File: src/hw/rtl/ps2s2_pkg.sv
// Shared types, prefix bytes, modifier bit positions and the two translation ROMs
// for the PS/2 set 2 translator. No dependencies.
package ps2s2_pkg;

   localparam logic [7:0] BYTE_EXT     = 8'hE0;
   localparam logic [7:0] BYTE_RELEASE = 8'hF0;
   localparam logic [7:0] BYTE_PAUSE   = 8'hE1;

   localparam logic [7:0] KEY_LSHIFT = 8'h12;
   localparam logic [7:0] KEY_RSHIFT = 8'h59;
   localparam logic [7:0] KEY_CAPS   = 8'h58;
   localparam logic [7:0] KEY_CTRL   = 8'h14;
   localparam logic [7:0] KEY_ALT    = 8'h11;
   localparam logic [7:0] KEY_NUM    = 8'h77;

   localparam int unsigned MOD_NUM   = 1;
   localparam int unsigned MOD_CAPS  = 2;
   localparam int unsigned MOD_SHIFT = 3;
   localparam int unsigned MOD_CTRL  = 4;
   localparam int unsigned MOD_ALT   = 5;

   localparam logic [6:0] CODE_C     = 7'h2E;
   localparam logic [6:0] CODE_PAUSE = 7'h61;

   typedef struct packed {
      logic       valid;
      logic [6:0] key_code;
      logic       released;
      logic [7:0] modifier_flags;
      logic       break_event;
   } result_type;

   // Base translation ROM: set 2 byte to machine scan code.
   function automatic logic [6:0] base_rom(input logic [7:0] b);
      logic [6:0] c;
      case (b)
         8'h01: c = 7'h43; 8'h03: c = 7'h3f; 8'h04: c = 7'h3d; 8'h05: c = 7'h3b;
         8'h06: c = 7'h3c; 8'h07: c = 7'h58; 8'h09: c = 7'h44; 8'h0a: c = 7'h42;
         8'h0b: c = 7'h40; 8'h0c: c = 7'h3e; 8'h0d: c = 7'h0f; 8'h0e: c = 7'h29;
         8'h11: c = 7'h38; 8'h12: c = 7'h2a; 8'h14: c = 7'h1d; 8'h15: c = 7'h10;
         8'h16: c = 7'h02; 8'h1a: c = 7'h2c; 8'h1b: c = 7'h1f; 8'h1c: c = 7'h1e;
         8'h1d: c = 7'h11; 8'h1e: c = 7'h03;
         8'h21: c = 7'h2e; 8'h22: c = 7'h2d; 8'h23: c = 7'h20; 8'h24: c = 7'h12;
         8'h25: c = 7'h05; 8'h26: c = 7'h04; 8'h29: c = 7'h39; 8'h2a: c = 7'h2f;
         8'h2b: c = 7'h21; 8'h2c: c = 7'h14; 8'h2d: c = 7'h13; 8'h2e: c = 7'h06;
         8'h31: c = 7'h31; 8'h32: c = 7'h30; 8'h33: c = 7'h23; 8'h34: c = 7'h22;
         8'h35: c = 7'h15; 8'h36: c = 7'h07; 8'h3a: c = 7'h32; 8'h3b: c = 7'h24;
         8'h3c: c = 7'h16; 8'h3d: c = 7'h08; 8'h3e: c = 7'h09;
         8'h41: c = 7'h33; 8'h42: c = 7'h25; 8'h43: c = 7'h17; 8'h44: c = 7'h18;
         8'h45: c = 7'h0b; 8'h46: c = 7'h0a; 8'h49: c = 7'h34; 8'h4a: c = 7'h35;
         8'h4b: c = 7'h26; 8'h4c: c = 7'h27; 8'h4d: c = 7'h19; 8'h4e: c = 7'h0c;
         8'h52: c = 7'h28; 8'h54: c = 7'h1a; 8'h55: c = 7'h0d; 8'h58: c = 7'h3a;
         8'h59: c = 7'h36; 8'h5a: c = 7'h1c; 8'h5b: c = 7'h1b; 8'h5d: c = 7'h2b;
         8'h66: c = 7'h0e; 8'h69: c = 7'h4f;
         8'h70: c = 7'h52; 8'h71: c = 7'h53; 8'h72: c = 7'h50; 8'h73: c = 7'h4c;
         8'h74: c = 7'h4d; 8'h75: c = 7'h48; 8'h76: c = 7'h01; 8'h77: c = 7'h45;
         8'h78: c = 7'h57; 8'h79: c = 7'h4e;
         8'h83: c = 7'h41;
         default: c = 7'h00;
      endcase
      return c;
   endfunction

   // Extended translation ROM, used for keys that follow an E0 prefix.
   function automatic logic [6:0] ext_rom(input logic [7:0] b);
      logic [6:0] c;
      case (b)
         8'h11: c = 7'h5c; 8'h14: c = 7'h5e; 8'h1f: c = 7'h5b; 8'h27: c = 7'h5b;
         8'h2f: c = 7'h5d; 8'h4a: c = 7'h6c; 8'h5a: c = 7'h6d; 8'h69: c = 7'h66;
         8'h6b: c = 7'h69; 8'h6c: c = 7'h63; 8'h70: c = 7'h62; 8'h71: c = 7'h65;
         8'h72: c = 7'h6a; 8'h74: c = 7'h6b; 8'h75: c = 7'h68; 8'h7a: c = 7'h67;
         8'h7d: c = 7'h64;
         default: c = 7'h00;
      endcase
      return c;
   endfunction

endpackage

File: src/hw/rtl/ps2s2_decoder.sv
// Prefix and Pause sequence tracker, modifier flags and ROM lookup for one byte.
// Depends on ps2s2_pkg.
module ps2s2_decoder (
   input  logic                   clock,
   input  logic                   reset,
   input  logic                   step,
   input  logic [7:0]             ps2_byte,
   output ps2s2_pkg::result_type  result
);

   typedef enum logic [3:0] {
      ST_IDLE = 4'd0,
      ST_E0   = 4'd1,
      ST_E0F0 = 4'd2,
      ST_F0   = 4'd3,
      ST_P1   = 4'd4,
      ST_P2   = 4'd5,
      ST_P3   = 4'd6,
      ST_P4   = 4'd7,
      ST_P5   = 4'd8,
      ST_P6   = 4'd9,
      ST_P7   = 4'd10
   } state_type;

   state_type  state_ff, state_in;
   logic [7:0] mods_ff, mods_in;

   logic       key_hit;
   logic       use_ext;
   logic       press;
   logic       pause_done;
   logic [6:0] code;

   always_comb begin
      state_in   = state_ff;
      key_hit    = 1'b0;
      use_ext    = 1'b0;
      press      = 1'b1;
      pause_done = 1'b0;
      case (state_ff)
         ST_IDLE: begin
            if (ps2_byte == ps2s2_pkg::BYTE_EXT) begin
               state_in = ST_E0;
            end else if (ps2_byte == ps2s2_pkg::BYTE_RELEASE) begin
               state_in = ST_F0;
            end else if (ps2_byte == ps2s2_pkg::BYTE_PAUSE) begin
               state_in = ST_P1;
            end else begin
               key_hit = 1'b1;
            end
         end
         ST_E0: begin
            if (ps2_byte == ps2s2_pkg::BYTE_RELEASE) begin
               state_in = ST_E0F0;
            end else begin
               key_hit  = 1'b1;
               use_ext  = 1'b1;
               state_in = ST_IDLE;
            end
         end
         ST_F0: begin
            key_hit  = 1'b1;
            press    = 1'b0;
            state_in = ST_IDLE;
         end
         ST_E0F0: begin
            key_hit  = 1'b1;
            use_ext  = 1'b1;
            press    = 1'b0;
            state_in = ST_IDLE;
         end
         // The Pause sequence runs E1 14 77 E1 F0 14 F0 77; any mismatch drops to idle.
         ST_P1: state_in = (ps2_byte == ps2s2_pkg::KEY_CTRL) ? ST_P2 : ST_IDLE;
         ST_P2: state_in = (ps2_byte == ps2s2_pkg::KEY_NUM) ? ST_P3 : ST_IDLE;
         ST_P3: state_in = (ps2_byte == ps2s2_pkg::BYTE_PAUSE) ? ST_P4 : ST_IDLE;
         ST_P4: state_in = (ps2_byte == ps2s2_pkg::BYTE_RELEASE) ? ST_P5 : ST_IDLE;
         ST_P5: state_in = (ps2_byte == ps2s2_pkg::KEY_CTRL) ? ST_P6 : ST_IDLE;
         ST_P6: state_in = (ps2_byte == ps2s2_pkg::BYTE_RELEASE) ? ST_P7 : ST_IDLE;
         ST_P7: begin
            pause_done = (ps2_byte == ps2s2_pkg::KEY_NUM);
            state_in   = ST_IDLE;
         end
         default: state_in = ST_IDLE;
      endcase
   end

   // Held modifiers follow press and release; the locks toggle on release only.
   always_comb begin
      mods_in = mods_ff;
      if (key_hit) begin
         if (use_ext) begin
            case (ps2_byte)
               ps2s2_pkg::KEY_CTRL: mods_in[ps2s2_pkg::MOD_CTRL] = press;
               ps2s2_pkg::KEY_ALT:  mods_in[ps2s2_pkg::MOD_ALT]  = press;
               default: ;
            endcase
         end else begin
            case (ps2_byte)
               ps2s2_pkg::KEY_LSHIFT, ps2s2_pkg::KEY_RSHIFT:
                  mods_in[ps2s2_pkg::MOD_SHIFT] = press;
               ps2s2_pkg::KEY_CTRL: mods_in[ps2s2_pkg::MOD_CTRL] = press;
               ps2s2_pkg::KEY_ALT:  mods_in[ps2s2_pkg::MOD_ALT]  = press;
               ps2s2_pkg::KEY_CAPS:
                  mods_in[ps2s2_pkg::MOD_CAPS] = mods_ff[ps2s2_pkg::MOD_CAPS] ^ !press;
               ps2s2_pkg::KEY_NUM:
                  mods_in[ps2s2_pkg::MOD_NUM] = mods_ff[ps2s2_pkg::MOD_NUM] ^ !press;
               default: ;
            endcase
         end
      end
   end

   always_comb begin
      if (pause_done) begin
         code = ps2s2_pkg::CODE_PAUSE;
      end else if (use_ext) begin
         code = ps2s2_pkg::ext_rom(ps2_byte);
      end else begin
         code = ps2s2_pkg::base_rom(ps2_byte);
      end
      result.valid          = (key_hit || pause_done) && (code != 7'h00);
      result.key_code       = code;
      result.released       = !press;
      result.modifier_flags = mods_in;
      if (!press) begin
         result.break_event = 1'b0;
      end else if (mods_in[ps2s2_pkg::MOD_CTRL]) begin
         result.break_event = (code == ps2s2_pkg::CODE_C);
      end else begin
         result.break_event = mods_in[ps2s2_pkg::MOD_ALT] && (code == ps2s2_pkg::CODE_PAUSE);
      end
   end

   always_ff @(posedge clock) begin
      if (reset) begin
         state_ff <= ST_IDLE;
         mods_ff  <= 8'h00;
      end else if (step) begin
         state_ff <= state_in;
         mods_ff  <= mods_in;
      end
   end

endmodule

File: src/hw/rtl/ps2s2_set2_scancode_translator.sv
// Top level of the PS/2 set 2 to machine scan code translator.
// Depends on ps2s2_pkg and ps2s2_decoder.
//
//   Channel | Direction | Payload
//   --------+-----------+-------------------------------------------------------
//   req_    | in        | tdata[7:0] raw set 2 byte
//   rsp_    | out       | tdata[6:0] key_code, [7] released, [15:8] modifier_flags,
//           |           | [16] break_event, [23:17] zero
//
// Each byte passes from its transfer in through the input register, then through the
// decoder into the result register. One byte is taken every cycle while the result
// is not stalled; the decoder state loop closes through the decoder state register.
// Reset is synchronous and clears the decoder state, the modifier flags and both
// valid bits. A stalled result holds both stages; the input register still takes
// a byte when it is empty or moving forward.
module ps2_set2_scancode_translator (
   input  logic        clock,
   input  logic        reset,
   input  logic        req_tvalid,
   output logic        req_tready,
   input  logic [7:0]  req_tdata,   // [7:0] ps2_byte
   output logic        rsp_tvalid,
   input  logic        rsp_tready,
   output logic [23:0] rsp_tdata    // [6:0] key_code, [7] released,
                                    // [15:8] modifier_flags, [16] break_event
);

   logic                  in_valid_ff;
   logic [7:0]            in_byte_ff;
   logic                  rsp_valid_ff;
   ps2s2_pkg::result_type rsp_data_ff;

   logic                  advance;
   logic                  step;
   ps2s2_pkg::result_type result;

   // The result register can load whenever it is empty or being drained this cycle.
   assign advance    = !rsp_valid_ff || rsp_tready;
   assign step       = in_valid_ff && advance;
   assign req_tready = !in_valid_ff || advance;

   ps2s2_decoder u_decoder (
      .clock    (clock),
      .reset    (reset),
      .step     (step),
      .ps2_byte (in_byte_ff),
      .result   (result)
   );

   always_ff @(posedge clock) begin
      if (reset) begin
         in_valid_ff  <= 1'b0;
         rsp_valid_ff <= 1'b0;
      end else begin
         if (req_tready) begin
            in_valid_ff <= req_tvalid;
         end
         if (advance) begin
            rsp_valid_ff <= step && result.valid;
         end
      end
   end

   always_ff @(posedge clock) begin
      if (req_tready && req_tvalid) begin
         in_byte_ff <= req_tdata;
      end
      if (step) begin
         rsp_data_ff <= result;
      end
   end

   assign rsp_tvalid = rsp_valid_ff;
   assign rsp_tdata  = {7'd0, rsp_data_ff.break_event, rsp_data_ff.modifier_flags,
                        rsp_data_ff.released, rsp_data_ff.key_code};

endmodule
File: config.mk
export PLATFORM = sky130hd
export DESIGN_NAME = ps2_set2_scancode_translator
export DESIGN_NICKNAME = d
export VERILOG_FILES = /design/src/hw/rtl/ps2s2_pkg.sv /design/src/hw/rtl/ps2s2_decoder.sv /design/src/hw/rtl/ps2s2_set2_scancode_translator.sv
export SDC_FILE = /design/constraint.sdc
export NUM_CORES = 1
export LEC_CHECK = 0
export CORE_ASPECT_RATIO = 1.2
export CORE_UTILIZATION = 50
export DETAILED_ROUTE_END_ITERATION = 6
export DONT_BUFFER_PORTS = 1
export GPL_TIMING_DRIVEN = 0
export PLACE_DENSITY = 0.7
export SKIP_LAST_GASP = 1
export SYNTH_ARGS = -nofsm -noshare
export SYNTH_HDL_FRONTEND = slang
export SYNTH_SLANG_ARGS = --single-unit
File: constraint.sdc
create_clock -name clock -period 4.2 [get_ports clock]
set_clock_uncertainty 0.05 [all_clocks]
set_input_delay 0 -clock clock [delete_from_list [all_inputs] [get_ports clock]]
set_output_delay 0 -clock clock [all_outputs]
set_load 0.05 [all_outputs]
; After elaboration in Yosys (flattened, before gate mapping)
; Memory sizes are Yosys's and may differ from the RTL's. A register that Yosys moved wholly into a read port is not among the register bits.
; Cells that the tools add are included.
; W data, S select, Z words.
[totals]
out_inout_bits = 26
in_bits = 12
mem_bits_ro = 1792
regBits = 33
elab_cells = 96
n_memories = 1
[op_classes]
muxes = 31
n_eq_ne = 37
n_reduce_logical = 16
bitwise = 2
[memory_table]
columns = memory, depth, word_bits, read_ports, rd_ports_with_merged_regs, write_ports, line
row1 = (no name shown), 256, 7, 1, 1, 0, ps2s2_pkg.sv:36  ; case (b)
[op_table]
columns = cell, count
row1 = $eq A8 B7 Y1 const B, 15
row2 = $pmux W7 S16, 1
row3 = $eq A8 B5 Y1 const B, 4
row4 = $pmux W4 S8, 1
row5 = $eq A8 B8 Y1 const B, 3
row6 = $mux W4, 6
row7 = $eq A4 B3 Y1 const B, 4
row8 = $eq A8 B6 Y1 const B, 2
row9 = $mux W7, 2
row10 = $eq A4 B4 Y1 const B, 3
row11 = $mux W1, 12
row12 = $mux W3, 4
row13 = $eq A4 B2 Y1 const B, 2
row14 = $mux W8, 1
row15 = $eq A7 B6 Y1 const B, 1
row16 = $eq A7 B7 Y1 const B, 1
row17 = $reduce_bool A7 Y1, 1
row18 = $reduce_or A2 Y1, 3
row19 = $logic_and A1 B1 Y1, 5
row20 = $mux W5, 1
row21 = $eq A4 B1 Y1 const B, 1
row22 = $logic_not A4 Y1, 1
row23 = $ne A4 B1 Y1 const B, 1
row24 = $logic_or A1 B1 Y1, 3
row25 = 6 further kinds, 8

; Depth between registers and ports, before layout
; Gate-level depths: netlist of the first run.
[logic_depth]
depth_word = 8
depth_mapped = 12
depth_no_buf = 12

; Cells and area by module
; Synthesis of the first run repeated with hierarchy kept, for this count alone.
[hier_totals]
cells_unflattened = 429
area_unflattened_um2 = 3467.1
[modules_own_cells]
columns = module, seq_area_each_um2, cells_per_inst, n_inst, area_each_um2
row1 = ps2s2_decoder, 180.2, 386, 1, 2556.2
row2 = ps2_set2_scancode_translator, 790.8, 43, 1, 910.9

; Worst setup path before layout of the first run
; Ideal clock, no wire load.
[synth_timing]
path_kind = reg-to-reg
start = register rsp_valid_ff, in the netlist rsp_tvalid
end = register (tool-made name)
arrival_ps = 3215
synth_period_minus_slack_ps = 3381
setup_ps = 116
required_time_ps = 4034
path_stages_with_launch = 11
n_path_buf = 2
path_slack_ps = 819
cell_sequence = dfxtp_1 > nand3b_1 > buf_2 > a211oi_1 > inv_1 > ha_1 > clkbuf_1 > a221oi_1 > nor2_1 > a221o_1 > o211a_1
[synth_lines]
columns = element, line
row1 = "start, declared", ps2s2_set2_scancode_translator.sv:30  ; logic rsp_valid_ff;
row2 = "start signal, assigned", ps2s2_set2_scancode_translator.sv:59  ; rsp_valid_ff <= step && result.valid;

==> results.toml, run 1 <==
[placed_design]
gp_congestion = 1.008
dpl.hpwl_um = 9904
port-buffer-count = 0
pre_cts_ws_ps = 142.0

[timing]
slew_headroom_pct = 35.81
hold_viol_final = 0
drv_slew = 0
rsz0062_at_grt = "no"
setup_violations = 0
fin_crit_ps = 3939
worst_slew_pin_slew_ps = 936.0
worst_slack_ps = 260.8
fmax_ghz = 0.2539
holdWs_ps = 59.65
period_share_pct = 93.79

[drt]
postRouteWirelength_um = 13260
drc_errors = 7
first_iter_violations = 508
drtPass1Iterations = 7
drtAntennaViolNets = 0
drt-wirelength-per-cell_um = 22.18
num_vias = 4194
post_drt_via_cell_ratio = 7.013

[clock_network]
insertion_delay_ps = 290
numCtsBuffers = 5
clockRootBuffer = "clkbuf_8"
clk_pin_slew_worst_paths_ps = 80
clock_sinks = 40
cts_buffer_depth = 2
cts_tree = "done"
htreeDepth = 2

[power_and_ir_drop]
power_frac_comb_pct = 32.1
seqPwrFrac_pct = 39.6
intPower_mw = 0.7822
p_switching_mw = 0.4476
ir_worst_vdd_uv = 211.6
p_sw_share_pct = 36.40
clockPowerShare_pct = 28.3
power_density_nw_per_um2 = 293.6
leakage_nw = 1.526

[worst_setup_path]
max_stage_delay_ps = 540
crit_path_end_kind = "flip-flop"
required_ps = 4320
critPathKind = "flip-flop to flip-flop"
start_kind = "flip-flop"
critical_path.max_fanout = 12
worst_ep_arrival_time_ps = 4060
path_cells = "nand3b_1, and3_1, a21oi_2, clkinv_1, clkbuf_1, ha_1, a221o_1, a221oi_1, o311ai_0, o311a_1"
critical_path.slowest_cell = "dfxtp_2"

[floorplanning]
start_util_pct = 52.09
io_pins = 38
die_h_um = 97.64
core_area_um2 = 7317
rows = 34
die_width_um = 81.70
dieArea_um2 = 7977

[finish]
antenna_cells = 0
syn2layout_area_growth_pct = 9.915
drive_gt1_share_pct = 9.449
final_nets = 533

[grt]
antenna_found_initial = 0
grt_pass1_vias = 3863
grt-ovfl-total = 0
grt_max_degree = 21
grtUsageTotal_pct = 33.91
grt_pass1_wl_um = 20510

[synthesis]
synth_edf_count = 22
yosys_warnings = 0
ys.flop_type = "edfxtp_1"
yosysTopAreaCellShare_pct = 17.33
synth.area.top_cells = "edfxtp_1 (17%), dfxtp_1 (9.5%), a21oi_1 (5.5%)"
yosysUniqueCellTypes = 78
synthCells = 482
yosys-top-cells-count = "a21oi_1 (42), nand2_1 (42), nor2_1 (33), clkbuf_1 (26)"
postSynthAreaPerCell_um2 = 7.907
netlist_area_um2 = 3811
ys_ff_latch = 40
synth_top_cell_by_area = "edfxtp_1"
async_flop_share_pct = 0
ys_seq_area_share_pct = 26.79

[job]
max-cap-violations = 0

[status]
violations = "design-rule violations"
status = "complete, but fails checks"

[hold_path]
min_path_type = "primary input to flip-flop"
==> kinds of logic after synthesis <==
family / synth area share [%]
xor gates and xnor gates: 0.6896
other: 0.09840
and+or+nand+nor: 27.05
adders and majority gates: 4.596
DFF: 26.79
buffers and inverters: 7.977
AOI/OAI and AO/OA: 29.81
muxes: 2.988
==> power by group through the flow <==
stage,logic [mW],clock network (mW),registers [mW]
after global routing,0.420,0.364,0.489
after floorplan,0.275,0,0.490
after global placement,0.374,0,0.494
after detailed placement,0.369,0,0.495
final,0.395,0.348,0.487
after CTS,0.378,0.349,0.486
==> area by class of cell <==
cell class	instances	area (um2)
buffer	46	221.5
timing repair buffer	9	90.09
inverter	22	82.58
sequential	40	1022
clock inverter	1	30.03
multi-input combinational	383	2532
clock buffer	7	97.59
fill	690	3128
tap	90	112.6
==> final timing paths <==
check                        from              endpoint  slack, ps  depth (start not counted)
max                    rsp_tvalid             flip-flop        260                         10
min                    req_tvalid           in_valid_ff         60                          3
max reg2reg            rsp_tvalid             flip-flop        260                         10
min reg2reg  u_decoder.mods_ff[1]  u_decoder.mods_ff[1]        460                          2
==> stage by stage <==
stage | total power, mW | std cells | util [%] | area [um2] | setup TNS [ps]
after global placement | 0.8677 | 581 | 54.09 | 3958 | -2524
final | 1.230 | 598 | 57.25 | 4189 | 0
after floorplan | 0.7651 | 491 | - | 3845 | 0
after detailed placement | 0.8648 | 581 | 54.16 | 3963 | 0
after global routing | 1.272 | 598 | 57.25 | 4189 | 0
after CTS | 1.213 | 598 | 57.13 | 4180 | 0
==> metal layers <==
layer  routed length [um]  up-vias  GRT usage (%)  share of wire (%)
met5                    0        -              0                  0
li1                     -     1884              -                  -
met3                 1100       92          4.601                8.3
met1                 4728     1922          39.94                 36
met4                 1025        0          23.35                7.7
met2                 6410      296          55.32                 48
==> layout by cell type, fill, tap and decap left out, types with 4 or more instances in the layout <==
cell	n
buf_2	9
a21boi_0	4
dlygate4sd3_1	9
a221o_1	6
nor2_1	33
a31oi_1	8
clkbuf_8	5
clkbuf_1	27
conb_1	10
nand3_1	16
nand2b_1	9
buf_4	10
nand2_1	42
nand4b_1	4
o21ai_0	22
a221oi_1	6
o211ai_1	10
or3_1	7
nor2b_1	6
a2111oi_0	4
a211oi_1	12
and4b_1	4
nor4_1	8
a21oi_1	42
nand4_1	5
mux2i_1	8
a311oi_1	4
ha_1	14
nor3_1	16
dfxtp_1	17
inv_1	21
edfxtp_1	22
==> critical path: cells and delay by family, from the launching register on <==
family          cells  cell delay, ps
fa+ha+maj           1             390
simple gates        2             450
compound gates      5            1500
buf+inv             2             860
flops               1             540
==> what timing repair did <==
action / in CTS / in global routing
hold endpoints to repair: 9 / 0
setup endpoints to repair: 0 / 4
gates resized for setup: 0 / 2
setup buffers: 0 / 0
hold buffers: 9 / 0
No activity file was read; power rests on OpenSTA's default activity.
==> run 2, diff against run 1 <==
CTS_BUF_LIST = sky130_fd_sc_hd__clkbuf_8   (was not set)
MAX_ROUTING_LAYER = met4   (was not set)
==> results.toml, run 2 (synthesis gave the netlist of run 1 again) <==
[finish]
fin_util_pct = 57.03
final_nets = 534
antenna_cells = 0
syn2layout_area_growth_pct = 9.488
n_fill_cell = 692
drive_gt1_share_pct = 9.823
final_cell_mix = "nand2_1 (42), a21oi_1 (42), nor2_1 (33)"
multi_input_area_um2 = 2525
regArea_um2 = 1022
final_cells = 599

[job]
max-cap-violations = 0

[timing]
slew_headroom_pct = 30.31
setup_tns_ps = 0
fin_crit_ps = 3868
period_share_pct = 92.10
fmax_ghz = 0.2585
rsz0062_at_grt = "no"
hold_viol_final = 0
drv_slew = 0
worst_slack_ps = 331.9
worst_slew_pin_slew_ps = 1016
setup_violations = 0

[grt]
grtUsageTotal_pct = 36.11
antenna_found_initial = 0
grt_pass1_vias = 3879
grt_max_degree = 21
grt_pass1_wl_um = 21320
grt-ovfl-total = 0

[drt]
num_vias = 4233
postRouteWirelength_um = 13560
drtAntennaViolNets = 0
drtPass1Iterations = 6
first_iter_violations = 455
drt-wirelength-per-cell_um = 22.64
drc_errors = 0
post_drt_via_cell_ratio = 7.067

[hold_path]
min_path_type = "primary input to flip-flop"

[floorplanning]
core_area_um2 = 7317
die_h_um = 97.64
die_width_um = 81.70
start_util_pct = 52.09
dieArea_um2 = 7977
io_pins = 38
rows = 34

[clock_network]
clk_pin_slew_worst_paths_ps = 90
insertion_delay_ps = 300
numCtsBuffers = 5
clockRootBuffer = "clkbuf_8"
htreeDepth = 2
cts_buffer_depth = 2
cts_tree = "done"
clock_sinks = 40

[worst_setup_path]
start_kind = "flip-flop"
crit_path_end_kind = "flip-flop"
required_ps = 4320
worst_ep_arrival_time_ps = 3990
critPathKind = "flip-flop to flip-flop"
r2r_slack_ps = 330
critical_path.max_fanout = 12

[power_and_ir_drop]
power_density_nw_per_um2 = 292.0
ir_worst_vdd_uv = 188.5
leakage_nw = 1.523

[placed_design]
placed_cells = 582
port-buffer-count = 0
dpl.hpwl_um = 9893
pre_cts_ws_ps = 69.01
gp_congestion = 0.9803

[status]
status = "complete, no violations"
## run 2: final cells by class
| class | instances | share of cell area (%) |
|---|---|---|
| well taps | 90 | 2.699 |
| flip-flops and latches | 40 | 24.50 |
| clock inverters | 3 | 1.079 |
| plain buffers | 46 | 5.307 |
| multi-input cells | 383 | 60.51 |
| inverters | 22 | 1.979 |
| clock buffers | 5 | 1.649 |
| repair buffers | 10 | 2.279 |
## run 2: worst paths after layout
path | startpoint | end | cells after the start
max | rsp_tvalid | flip-flop | 11
min | req_tvalid | in_valid_ff | 3
max reg2reg | rsp_tvalid | flip-flop | 11
min reg2reg | u_decoder.mods_ff[2] | u_decoder.mods_ff[2] | 2
## run 2: through the flow
stage               instance area [um2]  power [mW]  hold slack, ps
global placement                   3958      0.8701           23.92
global route                       4173       1.262           45.66
detailed placement                 3963      0.8668           34.71
finish                             4173       1.219           29.22
CTS                                4167       1.203           12.16
floorplan                          3845      0.7651           22.14
## run 2: layer usage
| metal | wire length [um] | GRT usage [%] |
|---|---|---|
| met5 | 0 | - |
| met4 | 971 | 20.24 |
| met3 | 1105 | 5.070 |
| met2 | 6565 | 58.85 |
| met1 | 4922 | 41.53 |
## run 2: power breakdown
| group | switching (mW) | internal (mW) |
|---|---|---|
| clock network | 0.154 | 0.180 |
| registers | 0.0449 | 0.442 |
| logic | 0.271 | 0.126 |
| total | 0.470 | 0.748 |
## run 2: timing repair
action | CTS | global route
setup endpoints to repair | 0 | 4
hold endpoints to repair | 9 | 0
hold buffers | 9 | 0
setup buffers | 0 | 0
gates resized for setup | 0 | 2
## run 2: worst max-delay path: stages, from the launching register on
cell      delay [ps]
dfxtp_2          550
nand3b_1         240
and3_1           260
a21oi_2          390
clkinv_1         440
clkbuf_1         390
ha_1             370
inv_1            230
a211oi_1         120
o32a_1           390
o32ai_1          220
a311oi_1          80
==> run 3, diff against run 2 <==
CELL_PAD_IN_SITES_DETAIL_PLACEMENT = 1   (was not set)
CELL_PAD_IN_SITES_GLOBAL_PLACEMENT = 1   (was not set)
PLACE_DENSITY = 0.88   (was 0.7)
==> results.toml, run 3 (synthesis gave the netlist of run 1 again) <==
[status]
status = "complete, no violations"

[drt]
drtAntennaViolNets = 0
postRouteWirelength_um = 15890
drt-wirelength-per-cell_um = 26.58
num_vias = 4367
first_iter_violations = 478
drtPass1Iterations = 5
post_drt_via_cell_ratio = 7.303
drc_errors = 0

[timing]
setup_tns_ps = 0
period_share_pct = 98.23
holdWs_ps = 75.38
hold_viol_final = 0
fmax_ghz = 0.2424
rsz0062_at_grt = "no"
drv_slew = 0
worst_slew_pin_slew_ps = 1034
fin_crit_ps = 4126
slew_headroom_pct = 29.10
setup_violations = 0

[power_and_ir_drop]
ir_worst_vdd_uv = 169.2
power_density_nw_per_um2 = 306.7
leakage_nw = 1.531

[clock_network]
clock_sinks = 40
clk_pin_slew_worst_paths_ps = 90
numCtsBuffers = 5
cts_tree = "done"
htreeDepth = 2
insertion_delay_ps = 300
cts_buffer_depth = 2
clockRootBuffer = "clkbuf_8"

[job]
max-cap-violations = 0

[finish]
drive_gt1_share_pct = 9.252
final_cell_mix = "nand2_1 (42), a21oi_1 (42), nor2_1 (33)"
syn2layout_area_growth_pct = 10.01
antenna_cells = 0
final_nets = 533
final_cells = 598

[floorplanning]
dieArea_um2 = 7977
core_area_um2 = 7317
die_h_um = 97.64
rows = 34
io_pins = 38
die_width_um = 81.70
start_util_pct = 52.09

[placed_design]
dpl.hpwl_um = 11250
port-buffer-count = 0
gp_congestion = 1.021
placed_cells = 581

[grt]
grt_pass1_wl_um = 24660
grt_max_degree = 21
antenna_found_initial = 0
grt_pass1_vias = 4355
grtUsageTotal_pct = 42.44
grt-ovfl-total = 0

[worst_setup_path]
required_ps = 4310
critPathKind = "flip-flop to flip-flop"
start_kind = "flip-flop"
critical_path.max_fanout = 12
worst_ep_arrival_time_ps = 4240
crit_path_end_kind = "flip-flop"

[hold_path]
min_path_type = "primary input to flip-flop"
run 3: timing repair:
item                                    4_1_cts  5_1_grt
gates resized for setup                       1        1
hold endpoints to repair                      9        0
endpoints found under the setup margin        6        2
pin swaps                                     0        0
hold buffers                                  9        0
buffers inserted                              0        0
run 3: routing by layer:
| layer | vias up | wire (um) | track usage [%] |
|---|---|---|---|
| li1 | 1886 | - | - |
| met1 | 2109 | 5846 | 46.97 |
| met2 | 296 | 7847 | 68.53 |
| met3 | 76 | 1246 | 7.887 |
| met4 | 0 | 954 | 26.72 |
| met5 | - | 0 | - |
run 3: stage by stage:
stage | utilization, % | power, mW | instance area, um2 | setup slack [ps]
CTS | 57.20 | 1.255 | 4185 | 251.3
detailed placement | 54.09 | 0.8776 | 3958 | -181.0
global placement | 54.09 | 0.8664 | 3958 | -220.8
finish | 57.30 | 1.286 | 4193 | 74.26
floorplan | - | 0.7651 | 3845 | 819.1
global route | 57.30 | 1.321 | 4193 | 7.334
run 3: final cells by class:
cell class	instances	area, um2
fill	935	3124
multi-input combinational	383	2532
sequential	40	1021
buffer	46	221.5
tap	90	112.6
timing repair buffer	9	90.09
inverter	22	82.58
clock buffer	5	68.82
clock inverter	3	63.81
run 3: final timing paths:
path	start	to	slack (ps)	depth (start not counted)
setup / recovery	rsp_tvalid	flip-flop	70	10
hold / removal	req_tdata[6]	flip-flop	80	4
setup reg to reg	rsp_tvalid	flip-flop	70	10
hold reg to reg	u_decoder.mods_ff[1]	u_decoder.mods_ff[1]	460	2
run 3: worst max-delay path: stages, from the launching register on:
cell	delay, ps
dfxtp_1	760
nand3b_1	270
and3_1	260
a21oi_2	360
clkinv_1	400
clkbuf_1	380
ha_1	370
a221o_1	370
a221oi_1	320
o311ai_0	170
o311a_1	270
run 3: report_power, final:
| group | switching [mW] | total [mW] | internal [mW] |
|---|---|---|---|
| Clock | 0.148 | 0.383 | 0.235 |
| Combinational | 0.287 | 0.414 | 0.127 |
| Sequential | 0.0472 | 0.489 | 0.442 |
